===== config.mk =====
export PLATFORM = sky130hd
export DESIGN_NAME = tus_mul
export DESIGN_NICKNAME = d
export VERILOG_FILES = /design/src/rtl/core/assert_macros.svh /design/src/rtl/core/tus_pkg.sv /design/src/rtl/core/tus_mul.sv
export SDC_FILE = /design/constraint.sdc
export NUM_CORES = 2
export LEC_CHECK = 0
export ABC_AREA = 1
export BUFFER_PORTS_ARGS = -buffer_cell sky130_fd_sc_hd__clkbuf_2
export CAP_MARGIN = 20
export CORE_MARGIN = 3
export CORE_UTILIZATION = 35
export CTS_CLUSTER_SIZE = 28
export DETAILED_ROUTE_END_ITERATION = 10
export RECOVER_POWER = 100
export SLEW_MARGIN = 20
export SYNTH_ARGS = -nofsm -noshare
export SYNTH_HDL_FRONTEND = slang
export SYNTH_SLANG_ARGS = --single-unit

===== constraint.sdc =====
create_clock -name clk -period 7.5 [get_ports clk]
set_input_delay 0.375 -clock clk [delete_from_list [all_inputs] [get_ports clk]]
set_output_delay 0.375 -clock clk [all_outputs]
set_load 0.05 [all_outputs]

===== src/rtl/core/assert_macros.svh =====
// Assertion helpers for the RTL of the token uncertainty scorer.
// Each helper checks an implication on the rising clock edge and is
// switched off while the asynchronous reset is active.
`ifndef ASSERT_MACROS_SVH
`define ASSERT_MACROS_SVH

// Same-cycle implication.
`define ASSERT_IMPL(label, clk, rst_n, cond, prop) \
	label: assert property (@(posedge clk) disable iff (!rst_n) (cond) |-> (prop)) \
		else $error("assertion failed");

// Next-cycle implication.
`define ASSERT_NEXT(label, clk, rst_n, cond, prop) \
	label: assert property (@(posedge clk) disable iff (!rst_n) (cond) |=> (prop)) \
		else $error("assertion failed");

`endif


===== src/rtl/core/tus_pkg.sv =====
package tus_pkg;

	// Fixed-point constants, Q32.32 unless noted.
	localparam logic [63:0] ONE_Q32   = 64'h0000_0001_0000_0000;
	localparam logic [63:0] TWO_Q32   = 64'h0000_0002_0000_0000;
	localparam logic [63:0] LN2_Q32   = 64'd2977044472;
	// exp(-x) is zero once x reaches forty times ln 2.
	localparam logic [63:0] EXP_LIMIT = 64'd119081778880;
	localparam logic [3:0]  EXP_TERMS = 4'd14;
	localparam logic [3:0]  LN_TERMS  = 4'd11;
	localparam logic [5:0]  LN_E_MAX  = 6'd40;
	localparam logic [63:0] HN_CAP    = 64'd65536;
	localparam logic [63:0] SCORE_MAX = 64'd65535;

	// Sequencer states.
	typedef enum logic [5:0] {
		S_IDLE,
		S_ROW_MAX,
		S_ROW_D,
		S_ROW_ACC,
		S_ROW_ACC_W,
		S_ROW_Q,
		S_ROW_F,
		S_ROW_A,
		S_ROW_L,
		S_ROW_LK,
		S_ROW_HN,
		S_TOK_START,
		S_TOK_S,
		S_FIN_ENT,
		S_FIN_ENT_Q,
		S_FIN_PERP,
		S_FIN_PERP_X,
		S_FIN_OUT,
		S_EXP_START,
		S_EXP_N,
		S_EXP_MUL,
		S_EXP_DIV,
		S_EXP_ACC,
		S_EXP_FIN,
		S_LN_START,
		S_LN_NORM,
		S_LN_S2,
		S_LN_SQM,
		S_LN_SQ,
		S_LN_MUL,
		S_LN_DIV,
		S_LN_ACC,
		S_LN_FIN,
		S_DIV_WAIT
	} state_t;

	// Divider request and response.
	typedef struct packed {
		logic        start;
		logic [63:0] dividend;
		logic [63:0] divisor;
	} div_req_t;

	typedef struct packed {
		logic        done;
		logic [63:0] quot;
		logic [63:0] rem;
	} div_rsp_t;

	// Multiplier operands.
	typedef struct packed {
		logic [32:0] a;
		logic [32:0] b;
	} mul_req_t;

endpackage


===== src/rtl/core/tus_mul.sv =====
module tus_mul
	import tus_pkg::*;
(
	input  logic        clk,
	input  mul_req_t    req,
	output logic [65:0] p_s1
);

	// Registered 33 by 33 unsigned product, ready in the cycle after the request.
	always_ff @(posedge clk) begin
		p_s1 <= {33'b0, req.a} * {33'b0, req.b};
	end

endmodule


==> impl_metrics.toml <==
[run_status]
status = "completed"

[detailed_routing]
wl_per_cell_microns = 16.3
drtIter0Drc = 1854
viasPerCell = 4.53
totalWireLength_microns = 113000
num_vias = 31287
ant_nets = 0
dr.pass1.iters = 5
drc_errors = 0

[timing]
grt_setup_unrepaired = "no"
timing.final.crit_share = 0.944
finalSetupTns_ns = 0
whs_ns = 0.815
fin_crit_ns = 7.08
hold_violations = 0
worst_pin_slew_ns = 1.23
slew_headroom = 0.177
setup_violations = 0
fmax_mhz = 141
slew_viol_final = 0

[worst_setup_path]
endpoint = "p_s1[25]"
endpoint_kind = "flop"
critPathArrivalTime_ns = 7.33
worstPathMaxFanout = 17
start_kind = "input port"
crit_type = "input port to flop"
cpMostUsedCell = "fa_1"
path_delay_family = "adder cells"
cp.required_ns = 7.75
crit_cells = 26
critical_path.max_stage_delay_ns = 0.52
cp_slowest_cell = "fa_1"
cp-startpoint = "req[39]"
worst-path-buf-inv = 9

[finish]
largest_reg_flops = 66
fin_nets = 6692
layout-drive-gt1-share = 0.0431
n_fill_cell = 11982
layout-area-overhead-vs-synth_pct = 6.67
final_util = 0.377
largest_registers = "p_s1 (66)"
regMostFlops = "p_s1"

[clock_tree]
cts_resized = 0
post_cts_buffers = 0
clk_pin_slew_ns = 0.07
cts_buffer_depth = 2
cts_tree = "done"
numCtsBuffers = 9
htreeDepth = 3
ctsHoldBuffers = 0
cts-root-buf = "clkbuf_16"
clock-sinks = 66

[yosys]
ys_top_cells_by_count = "inv_1, nand2_1, fa_1"
synth_top_area_frac = 0.482
syn_nets = 6696
ys_seq_area_frac = 0.0332
synth_top_flop_cell = "dfxtp_1"
yosys.area.top_type = "fa_1"
avgSynthCellArea_sq_um = 7.37
syn_area_sq_um = 39800
syn_inst = 5406
synth_area_leaders = "fa_1, inv_1, nand2_1"
ys_types = 29
synth_edf_count = 0
ys_ff_latch = 66
ys_async_sr_fraction = 0
yosys_warnings = 0
synthMostInstantiatedCell = "inv_1"

[die]
initial_utilization = 0.353
rows = 123
io_pins = 133
die_area_sq_um = 118000
die_h_microns = 343
coreArea_sq_um = 113000
die_x_microns = 343

[worst_hold_path]
hp-class = "input port to flop"

[grt]
grt_pass1_wl_microns = 183000
grt_pass1_vias = 33708
grt_antenna_before_repair = 6
grt_usage = 0.198
grt-ovfl-total = 0
grt_max_degree = 34

[placement]
dpl.hpwl_microns = 99700
numPortBuffers = 132
gp_congestion = 0.933

[flow_run]
cap_violations = 0
[per-layer routing]
| metal | routed length (microns) | vias to the layer above | track usage |
|---|---|---|---|
| li1 | - | 14506 | - |
| met1 | 47600 | 15745 | 0.259 |
| met2 | 56600 | 840 | 0.351 |
| met3 | 4490 | 196 | 0.0114 |
| met4 | 3850 | 0 | 0.0606 |
| met5 | 0 | - | 0 |
[area by class of cell]
type	count	area [sq um]	area share
clock inverters	7	77.6	0.00183
well taps	1500	1880	0.0442
diodes	3	7.51	0.000177
inverters	1902	7140	0.168
flip-flops and latches	66	1320	0.0311
multi-input cells	3174	30300	0.714
clock buffers	9	225	0.00530
repair buffers	249	1490	0.0351
[tightest hold or removal path: stages]
cell and delay, ns:
clkbuf_2 0.28, buf_4 0.32, nand2_1 0.10, inv_1 0.04
[how the worst min path moves through the flow]
stage,start,end,slack [ns],depth (start not counted)
2_1_floorplan,req[0],p_s1[0],0.64,3
3_3_place_gp,p_s1[18],p_s1[18],0.87,1
3_5_place_dp,p_s1[18],p_s1[18],0.87,1
4_1_cts,req[33],p_s1[0],0.81,4
5_1_grt,req[0],p_s1[0],0.86,4
6_report,req[0],p_s1[0],0.82,4
[logic make-up after synthesis]
kind of cell,synth area share
adders and majority gates,0.565
and+or+nand+nor,0.182
DFF,0.0332
buffers and inverters,0.204
xor gates and xnor gates,0.00792
AOI/OAI and AO/OA,0.00804
[cells in the final DEF, fill, tap and decap left out, types with 3 or more instances in the layout]
cell type	n
o21ai_0	3
buf_12	4
nand2_1	1652
xor2_1	31
clkbuf_1	70
ha_1	265
clkbuf_16	9
dfxtp_1	66
xnor2_1	5
nor3_1	10
nand2_2	5
o21bai_1	8
buf_4	109
nor3_2	3
diode_2	3
clkbuf_2	66
a21oi_1	42
nor2_2	13
inv_1	1892
nor2_1	96
nand4_1	13
nand3_1	57
fa_1	958
inv_2	10
[through the flow]
step / cells / cell area (sq um) / setup WS (ns)
after floorplan: 5406 / 39800 / 1.07
after global placement: 6891 / 42300 / 0.128
after detailed placement: 6891 / 42300 / 0.130
after CTS: 6907 / 42600 / 0.436
after global routing: 6909 / 42500 / 0.118
final: 6910 / 42500 / 0.418
Power is not shown: default switching activity piles up to over one toggle a cycle in this logic, so the estimate is an artifact.
