**src/rtl/core/assert_macros.svh**
```systemverilog
// Assertion helpers for the RTL of the token uncertainty scorer.
// Each helper checks an implication on the rising clock edge and is
// switched off while the asynchronous reset is active.
`ifndef ASSERT_MACROS_SVH
`define ASSERT_MACROS_SVH

// Same-cycle implication.
`define ASSERT_IMPL(label, clk, rst_n, cond, prop) \
	label: assert property (@(posedge clk) disable iff (!rst_n) (cond) |-> (prop)) \
		else $error("assertion failed");

// Next-cycle implication.
`define ASSERT_NEXT(label, clk, rst_n, cond, prop) \
	label: assert property (@(posedge clk) disable iff (!rst_n) (cond) |=> (prop)) \
		else $error("assertion failed");

`endif

```
**src/rtl/core/tus_pkg.sv**
```systemverilog
package tus_pkg;

	// Fixed-point constants, Q32.32 unless noted.
	localparam logic [63:0] ONE_Q32   = 64'h0000_0001_0000_0000;
	localparam logic [63:0] TWO_Q32   = 64'h0000_0002_0000_0000;
	localparam logic [63:0] LN2_Q32   = 64'd2977044472;
	// exp(-x) is zero once x reaches forty times ln 2.
	localparam logic [63:0] EXP_LIMIT = 64'd119081778880;
	localparam logic [3:0]  EXP_TERMS = 4'd14;
	localparam logic [3:0]  LN_TERMS  = 4'd11;
	localparam logic [5:0]  LN_E_MAX  = 6'd40;
	localparam logic [63:0] HN_CAP    = 64'd65536;
	localparam logic [63:0] SCORE_MAX = 64'd65535;

	// Sequencer states.
	typedef enum logic [5:0] {
		S_IDLE,
		S_ROW_MAX,
		S_ROW_D,
		S_ROW_ACC,
		S_ROW_ACC_W,
		S_ROW_Q,
		S_ROW_F,
		S_ROW_A,
		S_ROW_L,
		S_ROW_LK,
		S_ROW_HN,
		S_TOK_START,
		S_TOK_S,
		S_FIN_ENT,
		S_FIN_ENT_Q,
		S_FIN_PERP,
		S_FIN_PERP_X,
		S_FIN_OUT,
		S_EXP_START,
		S_EXP_N,
		S_EXP_MUL,
		S_EXP_DIV,
		S_EXP_ACC,
		S_EXP_FIN,
		S_LN_START,
		S_LN_NORM,
		S_LN_S2,
		S_LN_SQM,
		S_LN_SQ,
		S_LN_MUL,
		S_LN_DIV,
		S_LN_ACC,
		S_LN_FIN,
		S_DIV_WAIT
	} state_t;

	// Divider request and response.
	typedef struct packed {
		logic        start;
		logic [63:0] dividend;
		logic [63:0] divisor;
	} div_req_t;

	typedef struct packed {
		logic        done;
		logic [63:0] quot;
		logic [63:0] rem;
	} div_rsp_t;

	// Multiplier operands.
	typedef struct packed {
		logic [32:0] a;
		logic [32:0] b;
	} mul_req_t;

endpackage

```
**src/rtl/core/tus_div.sv**
```systemverilog
`include "assert_macros.svh"

module tus_div
	import tus_pkg::*;
(
	input  logic     clk,
	input  logic     arst_n,
	input  div_req_t req,
	output div_rsp_t rsp
);

	logic        busy_q;
	logic        done_q;
	logic [5:0]  cnt_q;
	logic [63:0] quo_q;
	logic [63:0] rem_q;
	logic [63:0] dvs_q;
	logic [64:0] rem_sh;
	logic        fits;
	logic [64:0] rem_sub;

	// One restoring step: shift in the next dividend bit and try the divisor.
	always_comb begin
		rem_sh  = {rem_q, quo_q[63]};
		fits    = rem_sh >= {1'b0, dvs_q};
		rem_sub = rem_sh - {1'b0, dvs_q};
	end

	// Control: 64 steps per request, then a one-cycle done pulse.
	always_ff @(posedge clk or negedge arst_n) begin
		if (!arst_n) begin
			busy_q <= 1'b0;
			done_q <= 1'b0;
			cnt_q  <= '0;
		end else begin
			done_q <= 1'b0;
			if (req.start) begin
				busy_q <= 1'b1;
				cnt_q  <= 6'd63;
			end else if (busy_q) begin
				cnt_q <= cnt_q - 6'd1;
				if (cnt_q == 6'd0) begin
					busy_q <= 1'b0;
					done_q <= 1'b1;
				end
			end
		end
	end

	// Quotient and remainder registers.
	always_ff @(posedge clk) begin
		if (req.start) begin
			quo_q <= req.dividend;
			rem_q <= '0;
			dvs_q <= req.divisor;
		end else if (busy_q) begin
			quo_q <= {quo_q[62:0], fits};
			rem_q <= fits ? rem_sub[63:0] : rem_sh[63:0];
		end
	end

	assign rsp.done = done_q;
	assign rsp.quot = quo_q;
	assign rsp.rem  = rem_q;

	`ASSERT_IMPL(a_no_start_busy, clk, arst_n, req.start, !busy_q)
	`ASSERT_NEXT(a_done_at_end, clk, arst_n, busy_q && !req.start && cnt_q == 6'd0, done_q)
	`ASSERT_IMPL(a_done_idle, clk, arst_n, done_q, !busy_q)

endmodule
```
**config.mk**
```make
export PLATFORM = sky130hd
export DESIGN_NAME = tus_div
export DESIGN_NICKNAME = d
export VERILOG_FILES = /design/src/rtl/core/tus_pkg.sv /design/src/rtl/core/tus_div.sv
export VERILOG_INCLUDE_DIRS = /design/src /design/src/rtl/core
export SDC_FILE = /design/constraint.sdc
export NUM_CORES = 1
export LEC_CHECK = 0
export BUFFER_PORTS_ARGS = -buffer_cell sky130_fd_sc_hd__buf_2
export CORE_ASPECT_RATIO = 2
export CORE_MARGIN = 2
export CORE_UTILIZATION = 30
export CTS_CLUSTER_DIAMETER = 120
export DETAILED_ROUTE_END_ITERATION = 7
export GPL_ROUTABILITY_DRIVEN = 0
export GPL_TIMING_DRIVEN = 0
export SLEW_MARGIN = 10
export SYNTH_ARGS = -nofsm -noshare
export SYNTH_HDL_FRONTEND = slang
export SYNTH_SLANG_ARGS = --single-unit
```
**constraint.sdc**
```tcl
create_clock -name clk -period 8.2 [get_ports clk]
set_input_delay 0.82 -clock clk [delete_from_list [all_inputs] [get_ports clk]]
set_output_delay 0.82 -clock clk [all_outputs]
set_load 0.01 [all_outputs]
```
==> qor.csv, run 1 <==
stage,metric,value,unit
status,status,finished clean,
synth,prevailing post-synth register cell,edfxtp_1,
setup_path,"CP delay by family, top",compound AO/OA/AOI/OAI gates,
grt,initial antenna violation count,3,
setup_path,maximum fanout along the worst path,4,
placement,placed insts,2024,
timing,hold slack,202,ps
layout,share of layout cells above drive strength 1,26.0,%
power_and_ir_drop,P_leak,6.48,nW
power_and_ir_drop,Comb power frac,53.2,%
timing,Tcrit/Tclk final,53.3,%
timing,fmax,229,MHz
power_and_ir_drop,switching share of power,44.7,%
floorplan,die area,41800,um2
layout,Nets,1716,
placement,Area after DPL,14000,um2
drt,Detailed Routing Iterations Pass 1,6,
power_and_ir_drop,Sequential Power Share,30.0,%
cts,CTS tree,built,
setup_path,Critical Path Stages,14,
power_and_ir_drop,Overall Power,4.94,mW
synth,"Async S/R FF share, synth",4.00,%
cts,CTS sink count,200,
placement,# port buffers,259,
synth,Yosys reg bits,200,
setup_path,kind of critical path,reg2reg,
synth,Post-Synthesis Cells,1239,
timing,Worst Tran Pin Value,848,ps
drt,Initial DRC Count,565,
cts,CTS Root Cell,clkbuf_16,
layout,Final Cell Area,14600,um2
min_path,worst hold path type,in2async,
flow_run,Max Cap Viol,0,
timing,post-layout min period,4370,ps
synth,Synthesized Nets,1437,
grt,Total Routing Usage GR,18.8,%
timing,post-route worst setup slack,3830,ps
synth,yosys warns,0,
cts,worst skew pair latency,470,ps
cts,post_cts resized,0,
floorplan,row count,103,
synth,mean area per synthesized cell,9.70,um2
synth,Post-synth EDFFs,128,
drt,Vias per Instance,5.11,
setup_path,"Largest stage delay, worst path",510,ps
cts,hold-fix buffers at CTS,0,
drt,DRT antenna net count,0,
setup_path,crit path DAT,4700,ps
timing,final setup TNS,0,ps
cts,setup bufs post-CTS,0,
timing,final setup fails,0,
cts,CTS clock-pin slew for the worst setup and hold paths,80,ps
timing,clock skew,15.8,ps
grt,global route overflow,0,
setup_path,Worst setup SP type,flip-flop,
setup_path,critical-path cell list,inv_1 -> ha_1 -> inv_1 -> fa_1 -> a21o_1 -> a221o_1 -> o211ai_1 -> a21oi_1 -> nor2_1 -> o211ai_1 -> nand2_1 -> mux2_2 -> o41ai_1 -> a211oi_1,
grt,vias in the first global route,11000,
synth,unique cell type count in the Yosys netlist,69,
synth,post-synthesis instance area,12000,um2
cts,H-Tree Depth,4,
synth,register area share after synthesis,44.3,%
setup_path,CP Capture Type,flip-flop,
setup_path,worst r2r path cells,14,
placement,HPWL Detailed,31800,um
timing,unrepaired setup endpoints after global routing,false,
power_and_ir_drop,VDD IR max,175,uV
layout,area grow syn2layout,21.1,%
drt,DR WL/cell,19.4,um
cts,clock buffer count from CTS,17,
cts,clock buffer depth,2,
timing,slew margin rel.,42.7,%
drt,drt total wl,40000,um
grt,first-pass GRT wire length,60500,um
floorplan,chip height,287,um
layout,Layout Utilization,36.8,%
floorplan,core area,39600,um2
setup_path,Crit-path slowest cell,o211ai_1,
layout,final non-filler cell total,2059,
drt,via count,10500,
layout,Fill cells,4080,
placement,Post-Place Worst Slack,3850,ps
power_and_ir_drop,Clock power frac,16.8,%
floorplan,initial core utilization,30.4,%
floorplan,die width,146,um
setup_path,Worst EP required,8530,ps
timing,"Slew Viols, Final",0,
grt,largest net degree at the start of global routing,65,
power_and_ir_drop,PD cells,340,nW/um2
power_and_ir_drop,NetSw,2.21,mW
setup_path,worst path buffer plus inverter count,2,
power_and_ir_drop,Internal,2.73,mW
drt,Remaining DRCs,0,
timing,final hold violations,0,
floorplan,Top Ports,260,
## final cells by class
type | count | area, um2 | area share (%)
diodes | 3 | 7.51 | 0.0516
inverters | 88 | 333 | 2.29
repair buffers | 260 | 1330 | 9.11
flip-flops and latches | 200 | 5330 | 36.6
well taps | 525 | 657 | 4.51
multi-input cells | 885 | 6060 | 41.6
clock inverters | 13 | 114 | 0.782
clock buffers | 19 | 433 | 2.97
plain buffers | 66 | 304 | 2.09
## power groups by stage
stage               Combinational (mW)  Clock (mW)  Sequential, mW
floorplan                         1.74           0            1.54
global placement                  2.58           0            1.50
detailed placement                2.60           0            1.50
CTS                               2.62       0.853            1.48
global route                      2.89       0.886            1.51
finish                            2.63       0.829            1.48
## worst register-to-register path, stage by stage (launching register included)
cell and delay, ps:
edfxtp_1 460, inv_1 90, ha_1 160, inv_1 60, fa_1 390, a21o_1 240, a221o_1 350, o211ai_1 510
a21oi_1 210, nor2_1 510, o211ai_1 230, nand2_1 180, mux2_2 350, o41ai_1 370, a211oi_1 130
## placed cells by master (no fill, tap or decap), types with 8 or more instances in the layout
| cell | netlist | layout |
|---|---|---|
| o21ai_0 | 45 | 45 |
| nand2b_1 | 18 | 18 |
| and3_1 | 11 | 11 |
| a211oi_1 | 57 | 57 |
| mux2i_1 | 26 | 26 |
| edfxtp_1 | 128 | 128 |
| dfrtp_1 | 8 | 8 |
| buf_2 | 10 | 268 |
| nor3_1 | 16 | 16 |
| dfxtp_1 | 64 | 64 |
| nor2b_1 | 8 | 8 |
| xor2_1 | 16 | 16 |
| a31oi_1 | 10 | 10 |
| nor2_1 | 139 | 139 |
| clkbuf_16 | 0 | 17 |
| o21bai_1 | 16 | 16 |
| nand2_1 | 74 | 74 |
| a21o_1 | 27 | 27 |
| clkbuf_1 | 44 | 46 |
| ha_1 | 66 | 66 |
| a21oi_1 | 127 | 127 |
| nand3_1 | 17 | 17 |
| xnor2_1 | 37 | 37 |
| buf_4 | 9 | 10 |
| mux2_2 | 68 | 68 |
| nand4_1 | 21 | 21 |
| inv_1 | 88 | 87 |
## sequential cells by signal, summed over array words and instances, names as in the netlist
| name | flops |
|---|---|
| busy_q | 1 |
| cnt_q | 6 |
| done_q | 1 |
| dvs_q | 64 |
| quo_q | 64 |
| rem_q | 64 |
## synthesized netlist by cell type (4+ instances only)
cell type	n	share of area, %
a21oi_1	127	5.3
a31oi_1	10	0.52
a21boi_0	5	0.31
o21a_1	4	0.25
xnor2_1	37	2.7
nand2b_1	18	0.94
and3_1	11	0.57
dfrtp_1	8	1.7
o211ai_1	6	0.37
nand2_1	74	2.3
o21ai_1	4	0.17
a2111oi_2	5	0.62
nand3_1	17	0.71
clkbuf_1	44	1.4
nor4_1	6	0.31
mux2i_1	26	2.2
edfxtp_1	128	32
xor2_1	16	1.2
o21bai_1	16	1.0
o21ai_0	45	1.9
o31ai_1	6	0.37
mux2_2	68	6.4
nor2b_1	8	0.42
inv_1	88	2.7
dfxtp_1	64	11
nor2_1	139	4.3
ha_1	66	6.9
nor3_1	16	0.67
a21o_1	27	1.7
buf_4	9	0.56
a211oi_1	57	3.6
buf_2	10	0.42
nand4_1	21	1.1
## routing by layer
metal	share of wire [%]	wire length, um	track usage (%)	vias to the layer above
li1	-	-	-	5068
met1	33	13400	17.1	4999
met2	56	22300	37.0	353
met3	4.7	1860	3.95	110
met4	6.2	2480	12.3	0
met5	0	0	0	-
## final timing paths
check                      startpoint        end  slack [ps]
max                         quo_q[63]  rem_q[60]        3830
min                            arst_n     busy_q         200
max reg2reg                 quo_q[63]  rem_q[60]        3830
min in group clk            rem_q[13]  rem_q[13]         520
max in group asynchronous      arst_n     done_q        7800
min reg2reg                 rem_q[13]  rem_q[13]         520
## cells by family (layout without fill, tap and decap cells)
kind of cell | after synthesis | in the layout | synth area share (%)
multiplexers | 94 | 94 | 8.54
adder cells (fa/ha/maj) | 67 | 67 | 7.04
other | 0 | 3 | 0
XOR/XNOR | 53 | 53 | 3.86
AND/OR/NAND/NOR | 327 | 327 | 12.5
buffers and inverters | 154 | 446 | 5.28
AO/OA/AOI/OAI | 344 | 344 | 18.5
flip-flops | 200 | 200 | 44.3
Power figures use the tool's default switching activity.
==> inputs of run 2 (changes only) <==
==> constraint.sdc (replaced) <==
create_clock -name clk -period 4.3 [get_ports clk]
set_input_delay 0.43 -clock clk [delete_from_list [all_inputs] [get_ports clk]]
set_output_delay 0.43 -clock clk [all_outputs]
set_load 0.01 [all_outputs]
==> qor.csv, run 2 (same netlist as run 1, synthesis figures left out) <==
stage,metric,value,unit,change
status,status,finished clean,,
setup_path,CP Capture Type,flip-flop,,
layout,Fill cells,4079,,-0.025%
grt,global route overflow,0,,unchanged
timing,fmax,253,MHz,+11%
setup_path,worst r2r path cells,15,,+1
timing,final setup fails,0,,unchanged
min_path,worst hold path type,in2reg,,
grt,Total Routing Usage GR,18.8,%,about the same
layout,"commonest non-fill, non-tap cell in the layout",buf_2,,
power_and_ir_drop,Overall Power,9.44,mW,+91%
placement,# port buffers,259,,unchanged
power_and_ir_drop,Sequential Power Share,30.0,%,about the same
layout,share of layout cells above drive strength 1,26.2,%,+0.16 points
drt,Remaining DRCs,0,,unchanged
placement,HPWL Detailed,31800,um,unchanged
floorplan,chip height,287,um,unchanged
setup_path,maximum fanout along the worst path,4,,unchanged
grt,first-pass GRT wire length,60500,um,about the same
power_and_ir_drop,VDD IR max,333,uV,+91%
power_and_ir_drop,Clock power frac,16.8,%,about the same
layout,Nets,1718,,+0.12%
setup_path,"CP delay by family, top",compound AO/OA/AOI/OAI gates,,
setup_path,Crit-path slowest cell,edfxtp_1,,
setup_path,RR Endpoint,rem_q[60],,
min_path,Hold Crit Start,req[44],,
cts,CTS sink count,200,,unchanged
cts,worst skew pair latency,470,ps,about the same
setup_path,"Largest stage delay, worst path",460,ps,-50 ps
min_path,Hold Path Sink,dvs_q[44],,
setup_path,kind of critical path,reg2reg,,
grt,initial antenna violation count,3,,unchanged
drt,Initial DRC Count,522,,-7.6%
timing,clock skew,17.4,ps,+1.65 ps
timing,Worst Tran Pin Value,855,ps,+6.44 ps
power_and_ir_drop,switching share of power,44.7,%,about the same
floorplan,die width,146,um,unchanged
setup_path,Worst setup SP type,flip-flop,,
floorplan,die area,41800,um2,unchanged
timing,final hold violations,0,,unchanged
drt,DRT antenna net count,0,,unchanged
power_and_ir_drop,Comb power frac,53.2,%,about the same
drt,drt total wl,40000,um,about the same
min_path,cell count of the worst hold path,1,,
floorplan,core area,39600,um2,unchanged
power_and_ir_drop,Internal,5.22,mW,+91%
cts,CTS Root Cell,clkbuf_16,,
timing,"Slew Viols, Final",0,,unchanged
setup_path,worst path buffer plus inverter count,3,,+1
cts,clock buffer count from CTS,17,,unchanged
timing,final setup TNS,0,ps,unchanged
cts,clock buffer depth,2,,unchanged
drt,Detailed Routing Iterations Pass 1,5,,-1
timing,post-layout min period,3950,ps,-422 ps
cts,H-Tree Depth,4,,unchanged
timing,slew margin rel.,43.0,%,+0.31 points
power_and_ir_drop,P_leak,6.50,nW,+0.24%
timing,unrepaired setup endpoints after global routing,false,,
setup_path,R2R setup slack,350,ps,-3480 ps
drt,DR WL/cell,19.4,um,about the same
power_and_ir_drop,PD cells,647,nW/um2,+91%
layout,most frequent cells in the layout,"268 x buf_2, 138 x nor2_1, 128 x edfxtp_1",,
layout,area grow syn2layout,21.4,%,
grt,vias in the first global route,11000,,+0.046%
floorplan,Top Ports,260,,unchanged
floorplan,row count,103,,unchanged
power_and_ir_drop,NetSw,4.22,mW,+91%
setup_path,Critical path origin,quo_q[63],,
drt,via count,10500,,-0.31%
setup_path,crit path DAT,4280,ps,-420 ps
flow_run,Max Cap Viol,0,,unchanged
drt,Vias per Instance,5.09,,-0.41%
setup_path,Worst EP required,4630,ps,-3900 ps
cts,CTS clock-pin slew for the worst setup and hold paths,90,ps,about the same
timing,hold slack,132,ps,-70.0 ps
layout,top flop regs,"dvs_q (64), quo_q (64), rem_q (64)",,
setup_path,reg-to-reg startpoint,quo_q[63],,
cts,CTS tree,built,,
grt,largest net degree at the start of global routing,65,,unchanged
timing,Tcrit/Tclk final,91.9,%,+39 points
setup_path,critical-path cell list,inv_1 -> ha_1 -> inv_1 -> fa_1 -> a21o_1 -> a221o_1 -> o211ai_1 -> buf_4 -> a21oi_1 -> nor2_2 -> o211ai_1 -> nand2_1 -> mux2_2 -> o41ai_1 -> a211oi_1,,
floorplan,initial core utilization,30.4,%,unchanged
==> run 2: changes by cell type in the layout (fill, tap and decap cells not counted), sizes merged <==
| cell | delta |
|---|---|
| buf | +1 |
| dlygate4sd3 | +1 |
==> run 2: worst max-delay path by stage <==
stage / endpoint / slack (ps) / cells after the start
global placement: quo_q[59] / -900 / 5
CTS: rem_q[60] / 130 / 14
finish: rem_q[60] / 350 / 15
detailed placement: rem_q[60] / -50 / 14
floorplan: rem_q[60] / 1030 / 14
global route: rem_q[60] / 120 / 15
==> run 2: final cells by class <==
type                            count  area [um2]  area share (%)
Multi-Input combinational cell    885        6070            41.6
Sequential cell                   200        5330            36.5
Timing Repair Buffer              262        1340            9.21
Tap cell                          525         657            4.50
Clock buffer                       19         433            2.97
Inverter                           88         333            2.28
Buffer                             66         304            2.08
Clock inverter                     13         114           0.781
Antenna cell                        3        7.51          0.0515
==> run 2: metrics by stage <==
stage          setup WS [ps]  instance area, um2  util [%]  instances
6_report                 350               14600      36.9       2061
5_1_grt                  125               14600      36.9       2061
4_1_cts                  134               14600      36.8       2057
3_5_place_dp           -51.2               14000      35.4       2024
3_3_place_gp            -897               14000      35.3       2023
2_1_floorplan           1030               12000         -       1239
==> run 2: power by group through the flow <==
stage	clock network, mW	registers, mW	logic [mW]
after floorplan	0	2.93	3.32
after global placement	0	2.85	4.93
after detailed placement	0	2.87	4.96
after CTS	1.63	2.83	5.00
after global routing	1.69	2.89	5.52
final	1.58	2.83	5.02
==> run 2: metal layers <==
layer	up-vias	share of wire [%]	global-route usage, %
met5	-	0	0
met3	110	4.4	3.95
li1	5077	-	-
met1	4993	34	17.1
met2	317	56	37.0
met4	0	6.2	12.3
==> run 2: what timing repair did <==
item	CTS	global route
hold buffers	1	0
pin swaps	0	1
setup endpoints to repair	1	1
hold endpoints to repair	8	0
setup buffers	0	1
resized for setup	1	1
==> inputs of run 3 (changes only) <==
==> constraint.sdc (replaced) <==
create_clock -name clk -period 4.3 [get_ports clk]
set_input_delay 0.215 -clock clk [delete_from_list [all_inputs] [get_ports clk]]
set_output_delay 0.215 -clock clk [all_outputs]
set_load 0.01 [all_outputs]
==> qor.csv, run 3 (same netlist as run 1, synthesis figures left out) <==
stage,metric,value,unit,change
power_and_ir_drop,Overall Power,9.49,mW,+0.52%
floorplan,chip height,287,um,unchanged
floorplan,initial core utilization,30.4,%,unchanged
grt,first-pass GRT wire length,61400,um,+1.6%
power_and_ir_drop,PD cells,623,nW/um2,-3.7%
grt,global route overflow,0,,unchanged
cts,clock buffer depth,2,,unchanged
drt,Vias per Instance,5.07,,-0.50%
timing,final hold violations,0,,unchanged
placement,# port buffers,259,,unchanged
timing,slew margin rel.,43.1,%,+0.083 points
drt,drt total wl,40300,um,+0.68%
setup_path,Worst setup SP type,flip-flop,,
cts,CTS Root Cell,clkbuf_16,,
floorplan,row count,103,,unchanged
floorplan,die width,146,um,unchanged
floorplan,core area,39600,um2,unchanged
min_path,worst hold path type,in2reg,,
timing,post-layout min period,3960,ps,+8.91 ps
grt,initial antenna violation count,0,,-3
cts,CTS sink count,200,,unchanged
floorplan,Top Ports,260,,unchanged
grt,largest net degree at the start of global routing,65,,unchanged
layout,most frequent cells in the layout,"268 x buf_2, 138 x nor2_1, 128 x edfxtp_1",,
flow_run,Max Cap Viol,0,,unchanged
power_and_ir_drop,P_leak,6.77,nW,+4.1%
power_and_ir_drop,VDD IR max,333,uV,-0.20%
setup_path,critical-path cell list,inv_1 -> ha_1 -> inv_1 -> fa_1 -> a21o_1 -> a221o_1 -> o211ai_1 -> buf_4 -> a21oi_1 -> nor2_2 -> o211ai_1 -> nand2_1 -> mux2_2 -> o41ai_1 -> a211oi_1,,
layout,final non-filler cell total,2122,,+3.0%
drt,Detailed Routing Iterations Pass 1,6,,+1
setup_path,maximum fanout along the worst path,4,,unchanged
layout,top flop regs,"dvs_q (64), quo_q (64), rem_q (64)",,
layout,Layout Utilization,38.5,%,+1.6 points
timing,Tcrit/Tclk final,92.1,%,+0.21 points
cts,H-Tree Depth,4,,unchanged
setup_path,"Largest stage delay, worst path",460,ps,about the same
layout,Nets,1782,,+3.7%
placement,placed insts,2024,,unchanged
layout,"commonest non-fill, non-tap cell in the layout",buf_2,,
grt,vias in the first global route,11300,,+3.3%
layout,Fill cells,4056,,-0.56%
drt,Remaining DRCs,0,,unchanged
timing,fmax,253,MHz,-0.23%
cts,clock buffer count from CTS,17,,unchanged
placement,Area after DPL,14000,um2,unchanged
cts,CTS tree,built,,
placement,HPWL Detailed,31800,um,unchanged
timing,final setup fails,0,,unchanged
drt,DRT antenna net count,0,,unchanged
layout,share of layout cells above drive strength 1,25.1,%,-1.0 points
setup_path,CP Capture Type,flip-flop,,
placement,Post-Place Worst Slack,-51.2,ps,unchanged
setup_path,crit path DAT,4290,ps,about the same
setup_path,kind of critical path,reg2reg,,
cts,worst skew pair latency,470,ps,about the same
timing,clock skew,17.3,ps,-0.0952 ps
timing,"Slew Viols, Final",0,,unchanged
grt,Total Routing Usage GR,19.0,%,+0.17 points
drt,Initial DRC Count,546,,+4.6%
timing,post-route worst setup slack,341,ps,-8.91 ps
drt,via count,10800,,+2.4%
layout,Final Cell Area,15200,um2,+4.3%
setup_path,Worst EP required,4630,ps,about the same
setup_path,Crit-path slowest cell,edfxtp_1,,
timing,unrepaired setup endpoints after global routing,false,,
drt,DR WL/cell,19.0,um,-2.2%
floorplan,die area,41800,um2,unchanged
status,status,finished clean,,
layout,diodes inserted,0,,-3
layout,area grow syn2layout,26.6,%,
setup_path,"CP delay by family, top",compound AO/OA/AOI/OAI gates,,
setup_path,worst path buffer plus inverter count,3,,unchanged
timing,Worst Tran Pin Value,853,ps,-1.25 ps
cts,CTS clock-pin slew for the worst setup and hold paths,80,ps,about the same
## run 3: cell types whose count changed in the layout (fill, tap and decap cells not counted)
cell / change
diode_2: -3
dlygate4sd3_1: +64
## run 3: final cells by class
cell class | count | area, um2 | share of cell area [%]
Inverter | 88 | 333 | 2.19
Sequential cell | 200 | 5330 | 35.0
Tap cell | 525 | 657 | 4.32
Clock inverter | 13 | 114 | 0.748
Timing Repair Buffer | 326 | 1980 | 13.0
Buffer | 66 | 304 | 2.00
Multi-Input combinational cell | 885 | 6070 | 39.9
Clock buffer | 19 | 433 | 2.84
## run 3: report_power, final
part | leakage (nW) | switching (mW) | total (mW) | internal (mW)
Sequential | 1.91 | 0.376 | 2.83 | 2.46
Combinational | 4.59 | 3.04 | 5.07 | 2.04
Clock | 0.270 | 0.820 | 1.58 | 0.762
## run 3: per-stage QoR
| stage | hold WS, ps | TNS (ps) |
|---|---|---|
| after CTS | 18.1 | 0 |
| after floorplan | -80.6 | 0 |
| after global placement | 89.8 | -43060 |
| final | 47.9 | 0 |
| after global routing | 27.1 | 0 |
| after detailed placement | 88.2 | -51.2 |
## run 3: final timing paths
kind | from | end | slack (ps) | cells after the start
max reg2reg | quo_q[63] | rem_q[60] | 340 | 15
min | req[97] | quo_q[33] | 50 | 2
max | quo_q[63] | rem_q[60] | 340 | 15
min in group asynchronous | arst_n | busy_q | 140 | 2
min reg2reg | rem_q[13] | rem_q[13] | 520 | 2
max in group asynchronous | arst_n | done_q | 3960 | 2
## run 3: metal layers
layer / GRT usage (%) / part of all wire, %
met5: 0 / 0
met4: 12.2 / 6.1
met3: 3.75 / 4.0
met2: 37.7 / 56
met1: 17.3 / 34
## run 3: timing repair
action | CTS | global route
endpoints found under the setup margin | 1 | 1
pin swaps | 0 | 1
buffers inserted | 0 | 1
gates resized for setup | 1 | 1
hold buffers | 65 | 0
hold endpoints to repair | 72 | 0
cloned | 0 | 0
